**src/rtl/dtti_pkg.sv**
```systemverilog
// dtti_pkg: shared types and the constant sample table of the Delta T interpolator.
// Used by dtti_seq, dtti_dp, dtti_div and delta_t_table_interpolator. No dependencies.
package dtti_pkg;

    // Divider dividend width (covers 4*J + 730 and the linear-term numerator)
    localparam int DIV_W    = 45;
    localparam int DVSR_W   = 17;
    localparam int ROM_SIZE = 58;
    localparam int ROM_IDX_W = $clog2(ROM_SIZE);

    // The two constant divisors: days per 4 years (Q16 year scale) and the linear term scale
    localparam logic [DVSR_W-1:0] YEAR_DIV = 17'd1461;
    localparam logic [DVSR_W-1:0] LIN_DIV  = 17'd100000;

    // Datapath operation selected by the current control word
    typedef enum logic [3:0] {
        OP_IDLE,
        OP_DIV_YEAR,
        OP_DIV_STEP,
        OP_YEAR,
        OP_FB_MUL,
        OP_FB_DIV,
        OP_FB_SUM,
        OP_ROM,
        OP_IP_MUL,
        OP_IP_SUM,
        OP_OUT
    } t_op;

    // Hold on the current step while this condition is true
    typedef enum logic [1:0] {
        W_NONE,
        W_NO_INPUT,
        W_DIV_BUSY,
        W_OUT_BLOCKED
    } t_wcond;

    // Branch to the target step when this condition is true
    typedef enum logic [1:0] {
        J_NEVER,
        J_ALWAYS,
        J_IN_RANGE
    } t_jcond;

    // Which constant divisor a division uses
    typedef enum logic {
        DS_YEAR,
        DS_LIN
    } t_dsel;

    typedef logic [3:0] t_step;

    typedef struct packed {
        t_op    op;
        t_wcond w_cond;
        t_jcond j_cond;
        t_step  target;
    } t_uword;

    // Datapath flags seen by the sequencer
    typedef struct packed {
        logic no_input;
        logic div_last;
        logic out_blocked;
        logic in_range;
    } t_status;

    // Request to the shared divider
    typedef struct packed {
        logic              load;
        logic              run;
        logic [DIV_W-1:0]  dividend;
        t_dsel             sel;
    } t_div_req;

    // Quarter-year samples in hundredths of a second
    localparam int ROM_HUND [ROM_SIZE] = '{
        6383, 6391, 6398, 6401, 6409, 6416, 6421, 6422,
        6430, 6437, 6441, 6442, 6447, 6453, 6455, 6454,
        6457, 6462, 6465, 6464, 6469, 6476, 6480, 6479,
        6485, 6492, 6499, 6504, 6515, 6525, 6534, 6537,
        6546, 6554, 6561, 6564, 6578, 6586, 6595, 6598,
        6607, 6617, 6624, 6624, 6632, 6639, 6647, 6650,
        6660, 6671, 6679, 6683, 6692, 6698, 6703, 6712,
        6715, 6718
    };

    typedef logic [22:0] t_rom_q16 [ROM_SIZE];

    // Samples converted to Q16 seconds, rounded half up
    function automatic t_rom_q16 rom_build();
        t_rom_q16 r;
        for (int k = 0; k < ROM_SIZE; k++) begin
            r[k] = 23'((ROM_HUND[k] * 65536 + 50) / 100);
        end
        return r;
    endfunction

    localparam t_rom_q16 ROM_Q16 = rom_build();

endpackage

```
**src/rtl/dtti_div.sv**
```systemverilog
// dtti_div: shared divider for the two constant divisors, by reciprocal multiplication.
// Four steps per quotient: two partial products, the remainder, one correction.
// Depends on dtti_pkg.
module dtti_div (
    input  logic                       i_clk,
    input  logic                       i_rst_n,
    input  dtti_pkg::t_div_req         i_req,
    output logic [dtti_pkg::DIV_W-1:0] o_quo,
    output logic                       o_last
);
    import dtti_pkg::*;

    localparam int DIV_STEPS = 4;
    localparam int CNT_W     = $clog2(DIV_STEPS + 1);
    localparam int LO_W      = 23;
    localparam int RCP_W     = 31;
    localparam int PP_W      = LO_W + RCP_W;
    localparam int Q_W       = 31;
    // Reciprocals floor(2^41 / 1461) and floor(2^45 / 100000); estimate is low by at most one
    localparam logic [RCP_W-1:0] RCP_YEAR = RCP_W'((64'd1 << 41) / 64'(YEAR_DIV));
    localparam logic [RCP_W-1:0] RCP_LIN  = RCP_W'((64'd1 << 45) / 64'(LIN_DIV));
    localparam int SH_YEAR = 41 - LO_W;
    localparam int SH_LIN  = 45 - LO_W;

    // Step codes, counted down from a load
    localparam logic [CNT_W-1:0] ST_LO  = CNT_W'(4);
    localparam logic [CNT_W-1:0] ST_HI  = CNT_W'(3);
    localparam logic [CNT_W-1:0] ST_REM = CNT_W'(2);
    localparam logic [CNT_W-1:0] ST_FIX = CNT_W'(1);

    logic [CNT_W-1:0]  r_cnt, n_cnt;
    t_dsel             r_sel, n_sel;
    logic [DIV_W-1:0]  r_x, n_x;
    logic [PP_W-1:0]   r_acc, n_acc;
    logic [Q_W-1:0]    r_q, n_q;
    logic [DVSR_W:0]   r_rem, n_rem;

    logic [RCP_W-1:0]  s_rcp;
    logic [DVSR_W-1:0] s_dvsr;
    logic [LO_W-1:0]   s_mop;
    logic [PP_W-1:0]   s_pp;
    logic [PP_W-1:0]   s_sum;
    logic [DIV_W-1:0]  s_qd;

    // Constants of the selected divisor
    assign s_rcp  = (r_sel == DS_YEAR) ? RCP_YEAR : RCP_LIN;
    assign s_dvsr = (r_sel == DS_YEAR) ? YEAR_DIV : LIN_DIV;

    // Dividend times reciprocal, low half then high half
    assign s_mop = (r_cnt == ST_LO) ? r_x[LO_W-1:0] : LO_W'(r_x[DIV_W-1:LO_W]);
    assign s_pp  = PP_W'(s_mop) * PP_W'(s_rcp);
    assign s_sum = (r_acc >> LO_W) + s_pp;

    // Estimate times divisor, for the remainder
    assign s_qd = DIV_W'(r_q) * DIV_W'(s_dvsr);

    always_comb begin
        n_cnt = r_cnt;
        n_sel = r_sel;
        n_x   = r_x;
        n_acc = r_acc;
        n_q   = r_q;
        n_rem = r_rem;
        if (i_req.load) begin
            n_cnt = CNT_W'(DIV_STEPS);
            n_sel = i_req.sel;
            n_x   = i_req.dividend;
        end else if (i_req.run) begin
            n_cnt = r_cnt - 1'b1;
            unique case (r_cnt)
                ST_LO: begin
                    n_acc = s_pp;
                end
                ST_HI: begin
                    n_q = (r_sel == DS_YEAR) ? Q_W'(s_sum >> SH_YEAR) : Q_W'(s_sum >> SH_LIN);
                end
                ST_REM: begin
                    n_rem = (DVSR_W+1)'(r_x - s_qd);
                end
                ST_FIX: begin
                    if (r_rem >= {1'b0, s_dvsr}) begin
                        n_q = r_q + 1'b1;
                    end
                end
                default: begin
                end
            endcase
        end
    end

    always_ff @(posedge i_clk) begin
        if (!i_rst_n) begin
            r_cnt <= '0;
        end else begin
            r_cnt <= n_cnt;
        end
    end

    always_ff @(posedge i_clk) begin
        r_sel <= n_sel;
        r_x   <= n_x;
        r_acc <= n_acc;
        r_q   <= n_q;
        r_rem <= n_rem;
    end

    assign o_quo  = DIV_W'(r_q);
    assign o_last = (r_cnt == ST_FIX);

    // A load arms a full count of steps
    a_load_count: assert property (@(posedge i_clk) disable iff (!i_rst_n)
        i_req.load |=> r_cnt == CNT_W'(DIV_STEPS))
        else $error("divider count not armed after load");

    // Never stepped once the count is spent
    a_no_overrun: assert property (@(posedge i_clk) disable iff (!i_rst_n)
        (i_req.run && !i_req.load) |-> r_cnt != '0)
        else $error("divider stepped past its last step");

endmodule

```
**config.mk**
```make
export PLATFORM = sky130hd
export DESIGN_NAME = dtti_div
export DESIGN_NICKNAME = d
export VERILOG_FILES = /design/src/rtl/dtti_pkg.sv /design/src/rtl/dtti_div.sv
export SDC_FILE = /design/constraint.sdc
export NUM_CORES = 2
export LEC_CHECK = 0
export BUFFER_PORTS_ARGS = -buffer_cell sky130_fd_sc_hd__buf_2
export CORE_MARGIN = 5
export CORE_UTILIZATION = 50
export DETAILED_ROUTE_END_ITERATION = 10
export GPL_ROUTABILITY_DRIVEN = 0
export PLACE_DENSITY = 0.66
export SETUP_SLACK_MARGIN = 0.2
export SYNTH_ARGS = -nofsm -noshare
export SYNTH_HDL_FRONTEND = slang
export SYNTH_SLANG_ARGS = --single-unit
export TNS_END_PERCENT = 10
```
**constraint.sdc**
```tcl
create_clock -name i_clk -period 17.04 [get_ports i_clk]
set_input_delay 3.408 -clock i_clk [delete_from_list [all_inputs] [get_ports i_clk]]
set_output_delay 3.408 -clock i_clk [all_outputs]
set_load 0.05 [all_outputs]
```
==> flow_metrics.tcl <==
set metrics [dict create \
    coreArea_mm2 0.0553 \
    final-seq-area_mm2 0.00384 \
    top_layer_used "met4" \
    syn_avg_cell_area_um2 9.81 \
    drcViolationCount 0 \
    slowest_delay_ns 0.60 \
    synthDistinctLibCells 91 \
    holdWs_ns 0.568 \
    fmax_mhz 87.3 \
    areaGrowthSynthToFinish_pct 6.50 \
    grt.overflow.total 0 \
    cts_made_buffers 17 \
    grt_pass1_vias 21264 \
    postCtsHoldBufs 0 \
    setup_viol 0 \
    clockRootBuffer "clkbuf_16" \
    cp_slowest_cell "mux2i_1" \
    holdPathStages 2 \
    avgViaCountPerCell 5.52 \
    clockBufferDepth 2 \
    ys_seq_area_frac 0.137 \
    hold_violations 0 \
    antenna_found_initial 1 \
    cp-end-kind "flip-flop" \
    fill_cells 4932 \
    ys_warn_count 0 \
    dr_wl_met2_mm 36.5 \
    vias 20353 \
    clkTransAtPathRegs_ns 0.08 \
    met3_wirelength_mm 7.44 \
    track_usage 0.272 \
    final_layout_size_suffix_gt1_frac 0.0599 \
    drv_cap 0 \
    cts_tree "built" \
    clk_latency_ns 0.47 \
    dr.pass1.iters 5 \
    finClkSkew_ns 0.0194 \
    ant_nets 0 \
    htreeDepth 4 \
    cp_max_fo 25 \
    synth-edff-count 126 \
    fin_crit_sh 0.672 \
    grt_pass1_wl_mm 124 \
    cp.arrival_ns 11.68 \
    min_path_type "reg2reg" \
    crit_top_cell "inv_1" \
    synthTopCellsByArea "fa_1, ha_1, edfxtp_1" \
    finalNetCount 3878 \
    grt_max_degree 48 \
    fin_setup_tns_ns 0 \
    wl_mm 81.1 \
    die_w_um 247 \
    crit_type "reg2reg" \
    netlist_area_mm2 0.0280 \
    synth_area_leader_cell "fa_1" \
    io_buffer_count 81 \
    status "finished, final reports clean" \
    maxSlewHeadroom 0.314 \
    synth_top_area_share 0.334 \
    die_height_um 247 \
    dieArea_mm2 0.0609 \
    synthFlopType "edfxtp_1" \
    fin_crit_ns 11.45 \
    worst_pin_slew_ns 1.02 \
    startpoint_type "flip-flop" \
    antenna_cells 0 \
    async_flop_share 0 \
    synth-seq-cells 129 \
    row_count 86 \
    post_drt_wl_per_cell_um 22.0 \
    io_pins 96 \
    dp_hpwl_mm 70.3 \
    required_ns 17.27 \
    initial_core_util 0.507 \
    multi_input_area_mm2 0.0210 \
    rsz0062_at_grt "false" \
    cts_setup_buffers 0 \
    final-max-slew-violation-count 0 \
    m1WireLength_mm 33.7 \
    drtIter0Drc 1865 \
    synthCells 2857 \
    cts_sinks 129 \
    cts_resized 0 \
    r2r.worst_path.cells 41 \
]
[registers in the layout, summed over array words and instances, names as in the netlist]
| name | cells |
|---|---|
| r_x | 45 |
| r_acc | 31 |
| r_q | 31 |
| r_rem | 18 |
| r_cnt | 3 |
| r_sel | 1 |
[synth_stat cells, types with 11 or more instances]
| master | n |
|---|---|
| inv_1 | 790 |
| o21bai_1 | 14 |
| buf_2 | 11 |
| nand4_1 | 21 |
| o21a_1 | 17 |
| nor3_1 | 30 |
| clkbuf_1 | 37 |
| nand3_1 | 32 |
| nand2_1 | 145 |
| xor2_1 | 34 |
| buf_4 | 17 |
| o21ai_0 | 69 |
| and2_1 | 11 |
| ha_1 | 435 |
| xnor2_1 | 105 |
| a21oi_1 | 91 |
| nand2b_1 | 11 |
| a211oi_1 | 14 |
| fa_1 | 467 |
| a21o_1 | 30 |
| and3_1 | 23 |
| edfxtp_1 | 126 |
| mux2i_1 | 30 |
| nor2b_1 | 22 |
| nor2_1 | 114 |
[metal layers]
metal  vias to the layer above  track usage
met4                         0        0.106
met5                         -            0
met1                     10254        0.380
li1                       9096            -
met2                       875        0.414
met3                       128       0.0633
[final timing paths]
| kind | start | endpoint | slack [ns] |
|---|---|---|---|
| setup reg to reg | r_cnt[0] | r_q[30] | 5.59 |
| hold reg to reg | r_cnt[0] | r_cnt[0] | 0.57 |
| setup / recovery | r_cnt[0] | r_q[30] | 5.59 |
| hold / removal | r_cnt[0] | r_cnt[0] | 0.57 |
[area by class of cell]
type,count,area share
Multi-Input combinational cell,1892,0.703
Sequential cell,129,0.129
Inverter,791,0.0995
Tap cell,748,0.0314
Timing Repair Buffer,95,0.0171
Clock buffer,17,0.0143
Clock inverter,15,0.00608
[critical path, delay by kind of cell (launching register included)]
kind / cells / cell delay, ns
AO/OA/AOI/OAI: 9 / 2.23
AND/OR/NAND/NOR: 11 / 1.78
adder cells (fa/ha/maj): 10 / 4.37
buffers and inverters: 8 / 1.24
flip-flops: 1 / 0.39
XOR/XNOR: 1 / 0.37
multiplexers: 2 / 0.74
[logic make-up after synthesis]
kind of cell,Yosys count,synth area share
fa+ha+maj,902,0.528
mux,35,0.0127
buf+inv,862,0.118
xor+xnor,140,0.0440
compound gates,333,0.0802
other cells,2,0.000268
simple gates,454,0.0794
flops,129,0.137
[metrics by stage]
step / area, um^2 / setup slack, ns / utilization / std cells
6_report: 29800 / 5.59 / 0.539 / 3687
3_3_place_gp: 29200 / 6.16 / 0.529 / 3655
2_1_floorplan: 28100 / 6.79 / - / 2883
5_1_grt: 29800 / 4.96 / 0.539 / 3687
3_5_place_dp: 29200 / 5.82 / 0.529 / 3655
4_1_cts: 29800 / 5.79 / 0.539 / 3687
[cell usage in the layout, fill, tap and decap left out, types with 6 or more instances in the layout]
cell / n
o21bai_1: 14
nor2_1: 113
ha_1: 435
o211ai_1: 8
a21oi_1: 91
fa_1: 467
nor3_1: 30
nor2b_1: 22
nand2b_1: 11
a21o_1: 30
buf_2: 81
a31oi_1: 8
nand2_1: 145
inv_8: 6
o21ai_1: 6
o21a_1: 17
a211oi_1: 14
edfxtp_1: 126
conb_1: 28
o22ai_1: 6
nand4_1: 21
nand3b_1: 6
a211o_1: 6
or2_2: 7
mux2i_1: 30
o21ai_0: 69
inv_1: 790
clkbuf_16: 17
xnor2_1: 105
xor2_1: 34
nand3_1: 32
or3_1: 6
and3_1: 23
and2_1: 11
buf_4: 14
Power is left out: the tool's default activity adds up to more than one toggle a clock period on the data nets, which glitch-free logic cannot reach.
