`src/rtl/dtti_pkg.sv`:
```
// dtti_pkg: shared types and the constant sample table of the Delta T interpolator.
// Used by dtti_seq, dtti_dp, dtti_div and delta_t_table_interpolator. No dependencies.
package dtti_pkg;

    // Divider dividend width (covers 4*J + 730 and the linear-term numerator)
    localparam int DIV_W    = 45;
    localparam int DVSR_W   = 17;
    localparam int ROM_SIZE = 58;
    localparam int ROM_IDX_W = $clog2(ROM_SIZE);

    // The two constant divisors: days per 4 years (Q16 year scale) and the linear term scale
    localparam logic [DVSR_W-1:0] YEAR_DIV = 17'd1461;
    localparam logic [DVSR_W-1:0] LIN_DIV  = 17'd100000;

    // Datapath operation selected by the current control word
    typedef enum logic [3:0] {
        OP_IDLE,
        OP_DIV_YEAR,
        OP_DIV_STEP,
        OP_YEAR,
        OP_FB_MUL,
        OP_FB_DIV,
        OP_FB_SUM,
        OP_ROM,
        OP_IP_MUL,
        OP_IP_SUM,
        OP_OUT
    } t_op;

    // Hold on the current step while this condition is true
    typedef enum logic [1:0] {
        W_NONE,
        W_NO_INPUT,
        W_DIV_BUSY,
        W_OUT_BLOCKED
    } t_wcond;

    // Branch to the target step when this condition is true
    typedef enum logic [1:0] {
        J_NEVER,
        J_ALWAYS,
        J_IN_RANGE
    } t_jcond;

    // Which constant divisor a division uses
    typedef enum logic {
        DS_YEAR,
        DS_LIN
    } t_dsel;

    typedef logic [3:0] t_step;

    typedef struct packed {
        t_op    op;
        t_wcond w_cond;
        t_jcond j_cond;
        t_step  target;
    } t_uword;

    // Datapath flags seen by the sequencer
    typedef struct packed {
        logic no_input;
        logic div_last;
        logic out_blocked;
        logic in_range;
    } t_status;

    // Request to the shared divider
    typedef struct packed {
        logic              load;
        logic              run;
        logic [DIV_W-1:0]  dividend;
        t_dsel             sel;
    } t_div_req;

    // Quarter-year samples in hundredths of a second
    localparam int ROM_HUND [ROM_SIZE] = '{
        6383, 6391, 6398, 6401, 6409, 6416, 6421, 6422,
        6430, 6437, 6441, 6442, 6447, 6453, 6455, 6454,
        6457, 6462, 6465, 6464, 6469, 6476, 6480, 6479,
        6485, 6492, 6499, 6504, 6515, 6525, 6534, 6537,
        6546, 6554, 6561, 6564, 6578, 6586, 6595, 6598,
        6607, 6617, 6624, 6624, 6632, 6639, 6647, 6650,
        6660, 6671, 6679, 6683, 6692, 6698, 6703, 6712,
        6715, 6718
    };

    typedef logic [22:0] t_rom_q16 [ROM_SIZE];

    // Samples converted to Q16 seconds, rounded half up
    function automatic t_rom_q16 rom_build();
        t_rom_q16 r;
        for (int k = 0; k < ROM_SIZE; k++) begin
            r[k] = 23'((ROM_HUND[k] * 65536 + 50) / 100);
        end
        return r;
    endfunction

    localparam t_rom_q16 ROM_Q16 = rom_build();

endpackage

```
`src/rtl/dtti_seq.sv`:
```
// dtti_seq: step counter and microcode table that sequence the datapath.
// Depends on dtti_pkg.
module dtti_seq (
    input  logic              i_clk,
    input  logic              i_rst_n,
    input  dtti_pkg::t_status i_status,
    output dtti_pkg::t_uword  o_uword
);
    import dtti_pkg::*;

    // Step addresses
    localparam t_step S_IDLE  = 4'd0;
    localparam t_step S_YDIV  = 4'd1;
    localparam t_step S_YSTEP = 4'd2;
    localparam t_step S_YEAR  = 4'd3;
    localparam t_step S_FMUL  = 4'd4;
    localparam t_step S_FDIV  = 4'd5;
    localparam t_step S_FSTEP = 4'd6;
    localparam t_step S_FSUM  = 4'd7;
    localparam t_step S_ROM   = 4'd8;
    localparam t_step S_IPMUL = 4'd9;
    localparam t_step S_IPSUM = 4'd10;
    localparam t_step S_OUT   = 4'd11;

    // Microcode program
    function automatic t_uword ucode(input t_step pc);
        t_uword w;
        w = '{op: OP_IDLE, w_cond: W_NONE, j_cond: J_ALWAYS, target: S_IDLE};
        unique case (pc)
            S_IDLE:  w = '{op: OP_IDLE,     w_cond: W_NO_INPUT,    j_cond: J_NEVER,
                           target: S_IDLE};
            S_YDIV:  w = '{op: OP_DIV_YEAR, w_cond: W_NONE,        j_cond: J_NEVER,
                           target: S_IDLE};
            S_YSTEP: w = '{op: OP_DIV_STEP, w_cond: W_DIV_BUSY,    j_cond: J_NEVER,
                           target: S_IDLE};
            S_YEAR:  w = '{op: OP_YEAR,     w_cond: W_NONE,        j_cond: J_IN_RANGE,
                           target: S_ROM};
            S_FMUL:  w = '{op: OP_FB_MUL,   w_cond: W_NONE,        j_cond: J_NEVER,
                           target: S_IDLE};
            S_FDIV:  w = '{op: OP_FB_DIV,   w_cond: W_NONE,        j_cond: J_NEVER,
                           target: S_IDLE};
            S_FSTEP: w = '{op: OP_DIV_STEP, w_cond: W_DIV_BUSY,    j_cond: J_NEVER,
                           target: S_IDLE};
            S_FSUM:  w = '{op: OP_FB_SUM,   w_cond: W_NONE,        j_cond: J_ALWAYS,
                           target: S_OUT};
            S_ROM:   w = '{op: OP_ROM,      w_cond: W_NONE,        j_cond: J_NEVER,
                           target: S_IDLE};
            S_IPMUL: w = '{op: OP_IP_MUL,   w_cond: W_NONE,        j_cond: J_NEVER,
                           target: S_IDLE};
            S_IPSUM: w = '{op: OP_IP_SUM,   w_cond: W_NONE,        j_cond: J_NEVER,
                           target: S_IDLE};
            S_OUT:   w = '{op: OP_OUT,      w_cond: W_OUT_BLOCKED, j_cond: J_ALWAYS,
                           target: S_IDLE};
            default: w = '{op: OP_IDLE,     w_cond: W_NONE,        j_cond: J_ALWAYS,
                           target: S_IDLE};
        endcase
        return w;
    endfunction

    t_step  r_pc, n_pc;
    t_uword s_uword;
    logic   s_w_hit;
    logic   s_j_hit;

    // Output decode: control word of the current step
    always_comb begin
        s_uword = ucode(r_pc);
    end

    // Next step: hold, branch or fall through
    always_comb begin
        unique case (s_uword.w_cond)
            W_NONE:        s_w_hit = 1'b0;
            W_NO_INPUT:    s_w_hit = i_status.no_input;
            W_DIV_BUSY:    s_w_hit = !i_status.div_last;
            W_OUT_BLOCKED: s_w_hit = i_status.out_blocked;
        endcase
        unique case (s_uword.j_cond)
            J_NEVER:    s_j_hit = 1'b0;
            J_ALWAYS:   s_j_hit = 1'b1;
            J_IN_RANGE: s_j_hit = i_status.in_range;
            default:    s_j_hit = 1'b0;
        endcase
        priority if (s_w_hit) begin
            n_pc = r_pc;
        end else if (s_j_hit) begin
            n_pc = s_uword.target;
        end else begin
            n_pc = r_pc + 1'b1;
        end
    end

    always_ff @(posedge i_clk) begin
        if (!i_rst_n) begin
            r_pc <= S_IDLE;
        end else begin
            r_pc <= n_pc;
        end
    end

    assign o_uword = s_uword;

    // Program counter stays inside the program
    a_pc_range: assert property (@(posedge i_clk) disable iff (!i_rst_n)
        r_pc <= S_OUT)
        else $error("step counter left the program");

    // A divider load is always followed by its step loop
    a_div_follows: assert property (@(posedge i_clk) disable iff (!i_rst_n)
        (s_uword.op == OP_DIV_YEAR || s_uword.op == OP_FB_DIV)
            |=> s_uword.op == OP_DIV_STEP)
        else $error("divider load not followed by step loop");

endmodule

```
`config.mk`:
```
export PLATFORM = sky130hd
export DESIGN_NAME = dtti_seq
export DESIGN_NICKNAME = d
export VERILOG_FILES = /design/src/rtl/dtti_pkg.sv /design/src/rtl/dtti_seq.sv
export SDC_FILE = /design/constraint.sdc
export NUM_CORES = 1
export LEC_CHECK = 0
export CAP_MARGIN = 30
export CORE_ASPECT_RATIO = 0.7
export CORE_UTILIZATION = 30
export CTS_CLUSTER_SIZE = 14
export DETAILED_ROUTE_END_ITERATION = 8
export DONT_BUFFER_PORTS = 1
export GPL_ROUTABILITY_DRIVEN = 0
export HOLD_SLACK_MARGIN = 0.1
export PLACE_DENSITY = 0.52
export SLEW_MARGIN = 20
export SYNTH_ARGS = -nofsm -noshare
export SYNTH_HDL_FRONTEND = slang
export SYNTH_SLANG_ARGS = --single-unit
```
`constraint.sdc`:
```
create_clock -name i_clk -period 2.5 [get_ports i_clk]
set_input_delay 0.25 -clock i_clk [delete_from_list [all_inputs] [get_ports i_clk]]
set_output_delay 0.25 -clock i_clk [all_outputs]
set_load 0.1 [all_outputs]
```
==> out/results.txt, run 1 <==
Status - complete, no violations
Std cell rows - 16
Min Hold Slack - 132.3 ps
DRT Pass-1 Iters - 5
Netlist Area Pre-Place - 933.4 sq um
Die Y - 48.67 um
Clock tree root driver cell - clkbuf_8
Non-Filler Instances - 141
Vias - 775
Switch Pwr - 753.2 uW
Largest net degree at the start of global routing - 10
Post-synth top flop - dfxtp_1
Grt total ovfl - 0
Pint - 680.5 uW
Setup TNS - 0 ps
First-pass GRT wire length - 3387 um
GRT Resource Usage Total - 14.10%
Worst vdd ir - 0.3702 mV
Combinational share of power - 49.0%
WL per Instance - 14.81 um
Crit path max fanout - 7
Worst-path clk slew - 60 ps
Share of layout cells above drive strength 1 - 33.33%
Dpl hpwl - 1656 um
Leak pwr - 0.0004702 uW
Drt drc - 0
Post-route ant nets - 0
I/O pin count - 18
DR iter-0 viols - 41
Hold WC Path Type - in -> reg
Crit path launch type - flop
Post-synth ARST share - 0%
Clock sinks - 14
Final Skew - 4.193 ps
Sequential share of power - 35.3%
Final period util - 95.81%
Synth area leader - dfxtp_1
DIE AREA - 3342 sq um
Fin. max-slew vios - 0
YS warnings - 0
Max-Cap Viols - 0
Most common cell in the netlist - dfxtp_1
Fmax - 417.5 MHz
Largest cells by area after synthesis - dfxtp_1 (30%), ha_1 (11%), a21oi_1 (4.8%)
Sequential share of the synthesized area - 30.03%
Synth cell count leaders - dfxtp_1 (14), a21oi_1 (9), inv_1 (9)
CTS Buf Count - 3
Unrepaired setup endpoints after global routing - false
Post-Syn Nets - 111
WP data required - 2680 ps
Post-Route WL - 2088 um
Final setup vio count - 0
Dpl cells - 136
Die X - 68.67 um
Worst EP arrival - 2570 ps
Core area - 2883 sq um
Mean area per synthesized cell - 9.623 sq um
Worst-Skew Late Latency - 250 ps
Initial antenna violation count - 0
Worst-margin pin slew - 943.7 ps
Drt via density - 5.496
Worst setup EP type - flop
Cell count after synthesis - 97
Clock Tree Buf Depth - 2
Vias in the first global route - 715
Number of flops mapped to enable cells by yosys - 0
Fin. Hold Viols - 0
Switching share of power - 52.54%
Layout Area Growth over Synthesis - 15.68%
CTS H-tree lvls - 1
ANT cells - 0
Initial Util - 32.38%
Number of unique standard cell types used by synthesis - 44
Yosys reg bits - 14
Port Buffer Count - 0
CTS tree - yes
Hold-fix buffers at CTS - 0
Slew headroom - 37.00%
Clock power share - 15.7%
Power density cells - 1328 nW/um^2
Power Total - 1434 uW
Layout Nets - 120
Post-synth top area share - 30.03%
Min Tclk post-route - 2395 ps
Setup Crit Path Kind - reg -> reg
-- what timing repair did --
action                                  in CTS  in global routing
hold endpoints to repair                     0                  0
resized for setup                            0                  0
buffers inserted                             0                  1
endpoints found under the setup margin       0                  1
-- final cells by class --
type | instances | area (sq um)
inverters | 10 | 38.79
repair buffers | 9 | 67.56
flip-flops and latches | 14 | 294.0
well taps | 36 | 45.04
multi-input cells | 68 | 579.3
fillers | 284 | 1803
clock buffers | 4 | 55.05
-- placed cells by master, fill, tap and decap left out, drive strengths merged, types with 2 or more instances in the layout --
cell,Yosys,routed
ha,8,8
dfxtp,14,14
clkbuf,1,4
o211a,2,2
nor3,4,4
nand2,2,2
o211ai,2,2
buf,4,9
o21ai,4,4
a21o,3,3
a211oi,2,2
nand3,2,2
nor2,5,5
mux2,4,4
inv,9,9
a21oi,10,10
-- final timing paths --
check | from | end | slack (ps) | cells past startpoint
max reg2reg | o_uword[7] | o_uword[6] | 100 | 8
max | o_uword[7] | o_uword[6] | 100 | 8
min reg2reg | o_uword[1] | r_pc[1] | 610 | 2
min | i_rst_n | r_pc[0] | 130 | 1
-- cell families (layout without fill, tap and decap cells) --
family,after synthesis,after routing,synth area share (%)
AO/OA/AOI/OAI,33,33,30.97
adder cells (fa/ha/maj),9,9,11.93
buffers and inverters,15,23,7.907
flip-flops,14,14,30.03
multiplexers,4,4,5.630
other,1,1,0.4018
AND/OR/NAND/NOR,21,21,13.14
-- worst max-delay path, cell delays in order, from the launching register on --
cell and delay, ps:
dfxtp_4 350, mux2_4 330, a21o_4 260, a21oi_1 220, nand2_1 130, o211ai_1 180
ha_1 240, or3b_2 440, a21oi_1 160
-- registers in the layout (all words and copies together), names as in the netlist --
name and cells:
o_uword 10, r_pc 4
-- stage by stage --
stage | utilization (%) | setup slack, ps | area (sq um)
after floorplan | - | 9.769 | 945.9
after CTS | 37.20 | 94.73 | 1072
after detailed placement | 35.29 | 119.7 | 1017
final | 37.46 | 104.9 | 1080
after global routing | 37.46 | 23.35 | 1080
after global placement | 35.29 | 232.2 | 1017
-- power by group through the flow --
stage	clock [uW]	combinational (uW)	sequential [uW]
4_1_cts	228	693	507
2_1_floorplan	0	389	677
6_report	226	702	506
3_3_place_gp	0	681	510
3_5_place_dp	0	690	511
5_1_grt	239	753	517
-- per-layer routing --
| layer | wire (um) | vias to the layer above | track usage, % |
|---|---|---|---|
| met1 | 972 | 368 | 19.48 |
| met3 | 157 | 5 | 3.774 |
| met4 | 26 | 0 | 5.208 |
| met2 | 932 | 34 | 20.59 |
| met5 | 0 | - | 0 |
| li1 | - | 368 | - |
(Power assumes the default switching activity.)
==> inputs of run 2 (changes only) <==
- ABC_AREA: default -> 1
==> out/results.txt, run 2 <==
DIE AREA - 3043 sq um (-8.9%)
Clock sinks - 14 (unchanged)
Most common cell in the netlist - nand2_1
Yosys reg bits - 14 (unchanged)
Port Buffer Count - 0 (unchanged)
Dpl cells - 151 (+11%)
Reg2reg path depth - 15 (+7)
Die X - 65.51 um (-4.6%)
Post-synth top area share - 33.09% (+3.1 points)
Post-layout util - 38.05% (+0.60 points)
Worst-Skew Late Latency - 240 ps (about the same)
Largest register FFs - 10 (unchanged)
Worst setup EP type - flop
Commonest non-fill, non-tap cell in the layout - nand2_1
Layout Nets - 136 (+13%)
Reg2reg end - o_uword[8]
Vias in the first global route - 568 (-21%)
Final Skew - 0.5262 ps (-3.667 ps)
Post-Route WL - 1492 um (-29%)
Fin. max-slew vios - 0 (unchanged)
Fmax - 491.3 MHz (+18%)
Number of unique standard cell types used by synthesis - 21 (-52%)
Clock tree root driver cell - clkbuf_8
Layout Area Growth over Synthesis - 15.51%
R2R setup slack - 460 ps (+360 ps)
Non-Filler Instances - 155 (+9.9%)
Share of layout cells above drive strength 1 - 24.79% (-8.5 points)
Std cell rows - 15 (-1)
Setup TNS - 0 ps (unchanged)
M1 GR Usage - 15.67% (-3.8 points)
DRT Pass-1 Iters - 4 (-1)
Status - complete, no violations
Crit path launch type - flop
Worst-path clk slew - 60 ps (about the same)
Hold WC Path Type - in -> reg
I/O pin count - 18 (unchanged)
Initial Util - 32.94% (+0.57 points)
WL per Instance - 9.626 um (-35%)
Worst r2r src - o_uword[4]
Hold-fix buffers at CTS - 0 (unchanged)
Mean area per synthesized cell - 7.496 sq um (-22%)
Post-CTS setup buffer count - 0 (unchanged)
CTS tree - yes
Final period util - 81.41% (-14 points)
Die Y - 46.46 um (-4.6%)
Netlist Area Pre-Place - 847.1 sq um (-9.2%)
Clock Tree Buf Depth - 2 (unchanged)
Drt via density - 4.052 (-26%)
Setup Crit Path Kind - reg -> reg
Drt drc - 0 (unchanged)
DR iter-0 viols - 21 (-49%)
Synth cell count leaders - nand2_1 (32), inv_1 (19), dfxtp_1 (14)
YS warnings - 0 (unchanged)
Cell count after synthesis - 113 (+16%)
Min Tclk post-route - 2035 ps (-359.8 ps)
Worst EP arrival - 2180 ps (-390 ps)
Grt total ovfl - 0 (unchanged)
Unrepaired setup endpoints after global routing - false
Post-synth top flop - dfxtp_1
Post-Syn Nets - 127 (+14%)
Largest cells by area after synthesis - dfxtp_1 (33%), nand2_1 (14%), ha_1 (12%)
Min-Delay Startpoint - i_rst_n
GRT Resource Usage Total - 11.25% (-2.9 points)
Final setup vio count - 0 (unchanged)
First-pass GRT wire length - 2456 um (-27%)
CTS Buf Count - 3 (unchanged)
Max-Cap Viols - 0 (unchanged)
Number of flops mapped to enable cells by yosys - 0 (unchanged)
Met2 Use GR - 15.88% (-4.7 points)
Worst-margin pin slew - 941.7 ps (-2.009 ps)
Initial antenna violation count - 0 (unchanged)
Post-route ant nets - 0 (unchanged)
Synth area leader - dfxtp_1
M3 GR Usage - 4.703% (+0.93 points)
Post-synth ARST share - 0% (unchanged)
Commonest non-fill, non-tap cells in the layout - nand2_1 (32), inv_1 (19), dfxtp_1 (11), nand3_1 (9), ha_1 (8)
WP data required - 2640 ps (-40 ps)
Cts repair resizes - 0 (unchanged)
Slew headroom - 37.14% (+0.13 points)
WHS Path Cells - 2 (+1)
Sequential share of the synthesized area - 33.09% (+3.1 points)
Crit path max fanout - 5 (-2)
CTS H-tree lvls - 1 (unchanged)
ANT cells - 0 (unchanged)
Vias - 628 (-19%)
Fin. Hold Viols - 0 (unchanged)
Core area - 2571 sq um (-11%)
Dpl hpwl - 1206 um (-27%)
Largest net degree at the start of global routing - 10 (unchanged)
Busiest layer in global routing - met2
Worst Hold Path EP - r_pc[1]
run 2: cell count changes in the layout (fill, tap and decap cells not counted), sizes merged, moves of 2 or more:
cell and delta:
nand3 +11, a21oi -9, o211a -2, mux2 -4, inv +12, buf -3
o211ai -2, o21ai -2, nor3 -2, nand2 +35, a211oi -2, nand4 +3
a21o -3
run 2: how the worst max path moves through the flow:
stage	startpoint	end	slack (ps)	cells after the start
6_report	o_uword[4]	o_uword[8]	460	15
5_1_grt	o_uword[4]	o_uword[8]	250	15
4_1_cts	o_uword[4]	o_uword[8]	460	15
3_5_place_dp	o_uword[4]	o_uword[8]	470	15
3_3_place_gp	o_uword[4]	o_uword[8]	510	15
2_1_floorplan	o_uword[6]	o_uword[8]	190	13
run 2: per-stage QoR:
stage	hold WS, ps	instance area (sq um)	setup slack, ps
2_1_floorplan	429.4	849.6	189.3
3_3_place_gp	457.8	923.4	506.0
3_5_place_dp	446.6	923.4	471.5
4_1_cts	193.7	978.4	455.2
5_1_grt	211.2	978.4	248.5
6_report	197.5	978.4	464.6
run 2: final cells by class:
class,count,area (sq um)
inverters,21,81.33
flip-flops and latches,14,284.0
clock buffers,4,55.05
repair buffers,6,45.04
multi-input cells,76,470.5
well taps,34,42.54
fillers,264,1593
run 2: worst max-delay path, cell delays in order (launching register included):
cell and delay, ps:
dfxtp_2 340, inv_1 40, ha_1 280, inv_1 70
nand2_1 110, nand2_1 80, nand2_1 40, nand2_1 50
nand2_1 70, nor2_1 230, inv_1 130, ha_1 190
inv_1 50, nand4_1 100, nand3_2 80, nand2_1 40
run 2: logic make-up after synthesis:
family	share of synthesized area [%]
DFF	33.09
buffers and inverters	11.37
AOI/OAI and AO/OA	3.989
other	0.4427
adders and majority gates	11.82
and+or+nand+nor	39.29
run 2: layer usage:
| layer | part of all wire, % | vias up |
|---|---|---|
| met1 | 53 | 255 |
| li1 | - | 358 |
| met2 | 41 | 13 |
| met3 | 5.4 | 2 |
| met5 | 0 | - |
| met4 | 0.27 | 0 |
Power of run 2 is not shown: default switching activity piles up to over one toggle a cycle in this logic, so the estimate is an artifact.
==> inputs of run 3 (changes only) <==
- ABC_AREA: 1 -> 0
- PLACE_DENSITY: 0.52 -> 0.53
- clock period: 2.5 -> 1.8 ns (I/O delays scaled with it)
==> out/results.txt, run 3 (synthesized netlist as in run 1, its figures left out) <==
Status - complete, but fails checks
Failing checks - negative setup slack
Worst-margin pin slew - 546.7 ps (-394.9 ps)
Core area - 2883 sq um (+12%)
WP data required - 1940 ps (-700 ps)
Dpl cell area - 1262 sq um (+37%)
Worst vdd ir - 0.7393 mV
Min Hold Slack - 121.8 ps (-75.63 ps)
GRT Resource Usage Total - 17.79% (+6.5 points)
Fin. Hold Viols - 0 (unchanged)
Port Buffer Count - 0 (unchanged)
Layout Nets - 160 (+18%)
Commonest non-fill, non-tap cells in the layout - buf_4 (41), dfxtp_1 (9), buf_6 (6), inv_1 (5)
Unrepaired setup endpoints after global routing - true
Layout Area Growth over Synthesis - 72.25%
Slew headroom - 63.85% (+27 points)
Leak pwr - 0.0006885 uW
ANT cells - 0 (unchanged)
Dpl hpwl - 1953 um (+62%)
Worst-Skew Late Latency - 240 ps (about the same)
Final setup vio count - 12 (+12)
Post-layout util - 55.77% (+18 points)
Worst setup EP type - flop
Hold WC Path Type - in -> reg
Drt drc - 0 (unchanged)
Reg2reg end - o_uword[9]
First-pass GRT wire length - 4298 um (+75%)
R2R setup slack - -280 ps (-740 ps)
Clock sinks - 14 (unchanged)
Post-route ant nets - 0 (unchanged)
Final period util - 115.3% (+34 points)
Final Skew - 2.479 ps (+1.953 ps)
Die Y - 48.67 um (+4.8%)
Clock tree root driver cell - clkbuf_8
Crit path max fanout - 3 (-2)
WL per Instance - 15.86 um (+65%)
Commonest non-fill, non-tap cell in the layout - buf_4
DRT Pass-1 Iters - 4 (unchanged)
Vias in the first global route - 885 (+56%)
Vias - 921 (+47%)
Crit path to - o_uword[9]
Fmax - 481.9 MHz (-1.9%)
Min-Delay Startpoint - i_rst_n
Fin. max-slew vios - 0 (unchanged)
Power density cells - 1636 nW/um^2
Place WS - -332.4 ps (-803.9 ps)
Share of layout cells above drive strength 1 - 71.03% (+46 points)
I/O pin count - 18 (unchanged)
Worst-path clk slew - 60 ps (about the same)
Std cell rows - 16 (+1)
Min Tclk post-route - 2075 ps (+39.79 ps)
Post-Route WL - 2870 um (+92%)
DIE AREA - 3342 sq um (+9.8%)
Drt via density - 5.088 (+26%)
Initial antenna violation count - 0 (unchanged)
CTS H-tree lvls - 1 (unchanged)
Die X - 68.67 um (+4.8%)
CTS Buf Count - 3 (unchanged)
Reg2reg path depth - 11 (-4)
Largest net degree at the start of global routing - 10 (unchanged)
DR iter-0 viols - 59 (+180%)
Setup WS post-layout - -275.2 ps (-739.8 ps)
Fill cells - 248 (-6.1%)
Setup Crit Path Kind - reg -> reg
CTS tree - yes
Crit path launch type - flop
Clock Tree Buf Depth - 2 (unchanged)
Worst EP arrival - 2210 ps (+30 ps)
Grt total ovfl - 0 (unchanged)
Power Total - 2630 uW
Max-Cap Viols - 0 (unchanged)
Largest register FFs - 10 (unchanged)
Initial Util - 32.38% (-0.57 points)
Design area - 1608 sq um (+64%)
Worst r2r src - o_uword[4]
Worst setup path startpoint - o_uword[4]
-- run 3: routing by layer --
metal  share of wire [%]  vias up  GRT usage (%)  wire length, um
li1                    -      452              -                -
met1                  44      443          23.86             1273
met2                  51       24          28.10             1475
met3                 3.9        2          4.009              112
met4                0.28        0          4.861                8
met5                   0        -              0                0
-- run 3: worst min path at each step --
stage	to	slack (ps)	cells past startpoint
after global placement	r_pc[0]	330	1
after global routing	o_uword[10]	130	2
after CTS	o_uword[8]	120	2
after floorplan	r_pc[0]	480	2
final	o_uword[10]	120	2
after detailed placement	r_pc[0]	320	1
-- run 3: critical path: stages, from the launching register on --
cell and delay (ps):
dfxtp_4 370, inv_2 50, ha_4 160, a21oi_4 210
buf_4 150, buf_6 100, o21ai_4 60, a21oi_2 190
inv_2 70, ha_1 290, nor3_2 40, mux2_4 270
-- run 3: power breakdown --
group	switching [uW]	total, uW	internal [uW]
logic	1100	1870	777
clock network	111	267	157
registers	76.7	490	413
total	1280	2630	1350
-- run 3: through the flow --
| step | TNS, ps | instances |
|---|---|---|
| 3_3_place_gp | -1535 | 160 |
| 5_1_grt | -3084 | 181 |
| 4_1_cts | -1707 | 175 |
| 2_1_floorplan | -2559 | 97 |
| 3_5_place_dp | -1724 | 160 |
| 6_report | -2239 | 181 |
-- run 3: what timing repair did --
action / in CTS / in global routing
pin swaps: 14 / 8
buffers inserted: 10 / 6
endpoints found under the setup margin: 10 / 12
hold buffers: 1 / 0
hold endpoints to repair: 1 / 0
resized for setup: 24 / 11
-- run 3: area by class of cell --
cell class | instances | area, sq um | area share (%)
repair buffers | 49 | 405.4 | 25.21
well taps | 36 | 45.04 | 2.802
inverters | 10 | 42.54 | 2.646
flip-flops and latches | 14 | 294.0 | 18.29
clock buffers | 4 | 45.04 | 2.802
multi-input cells | 68 | 775.7 | 48.25
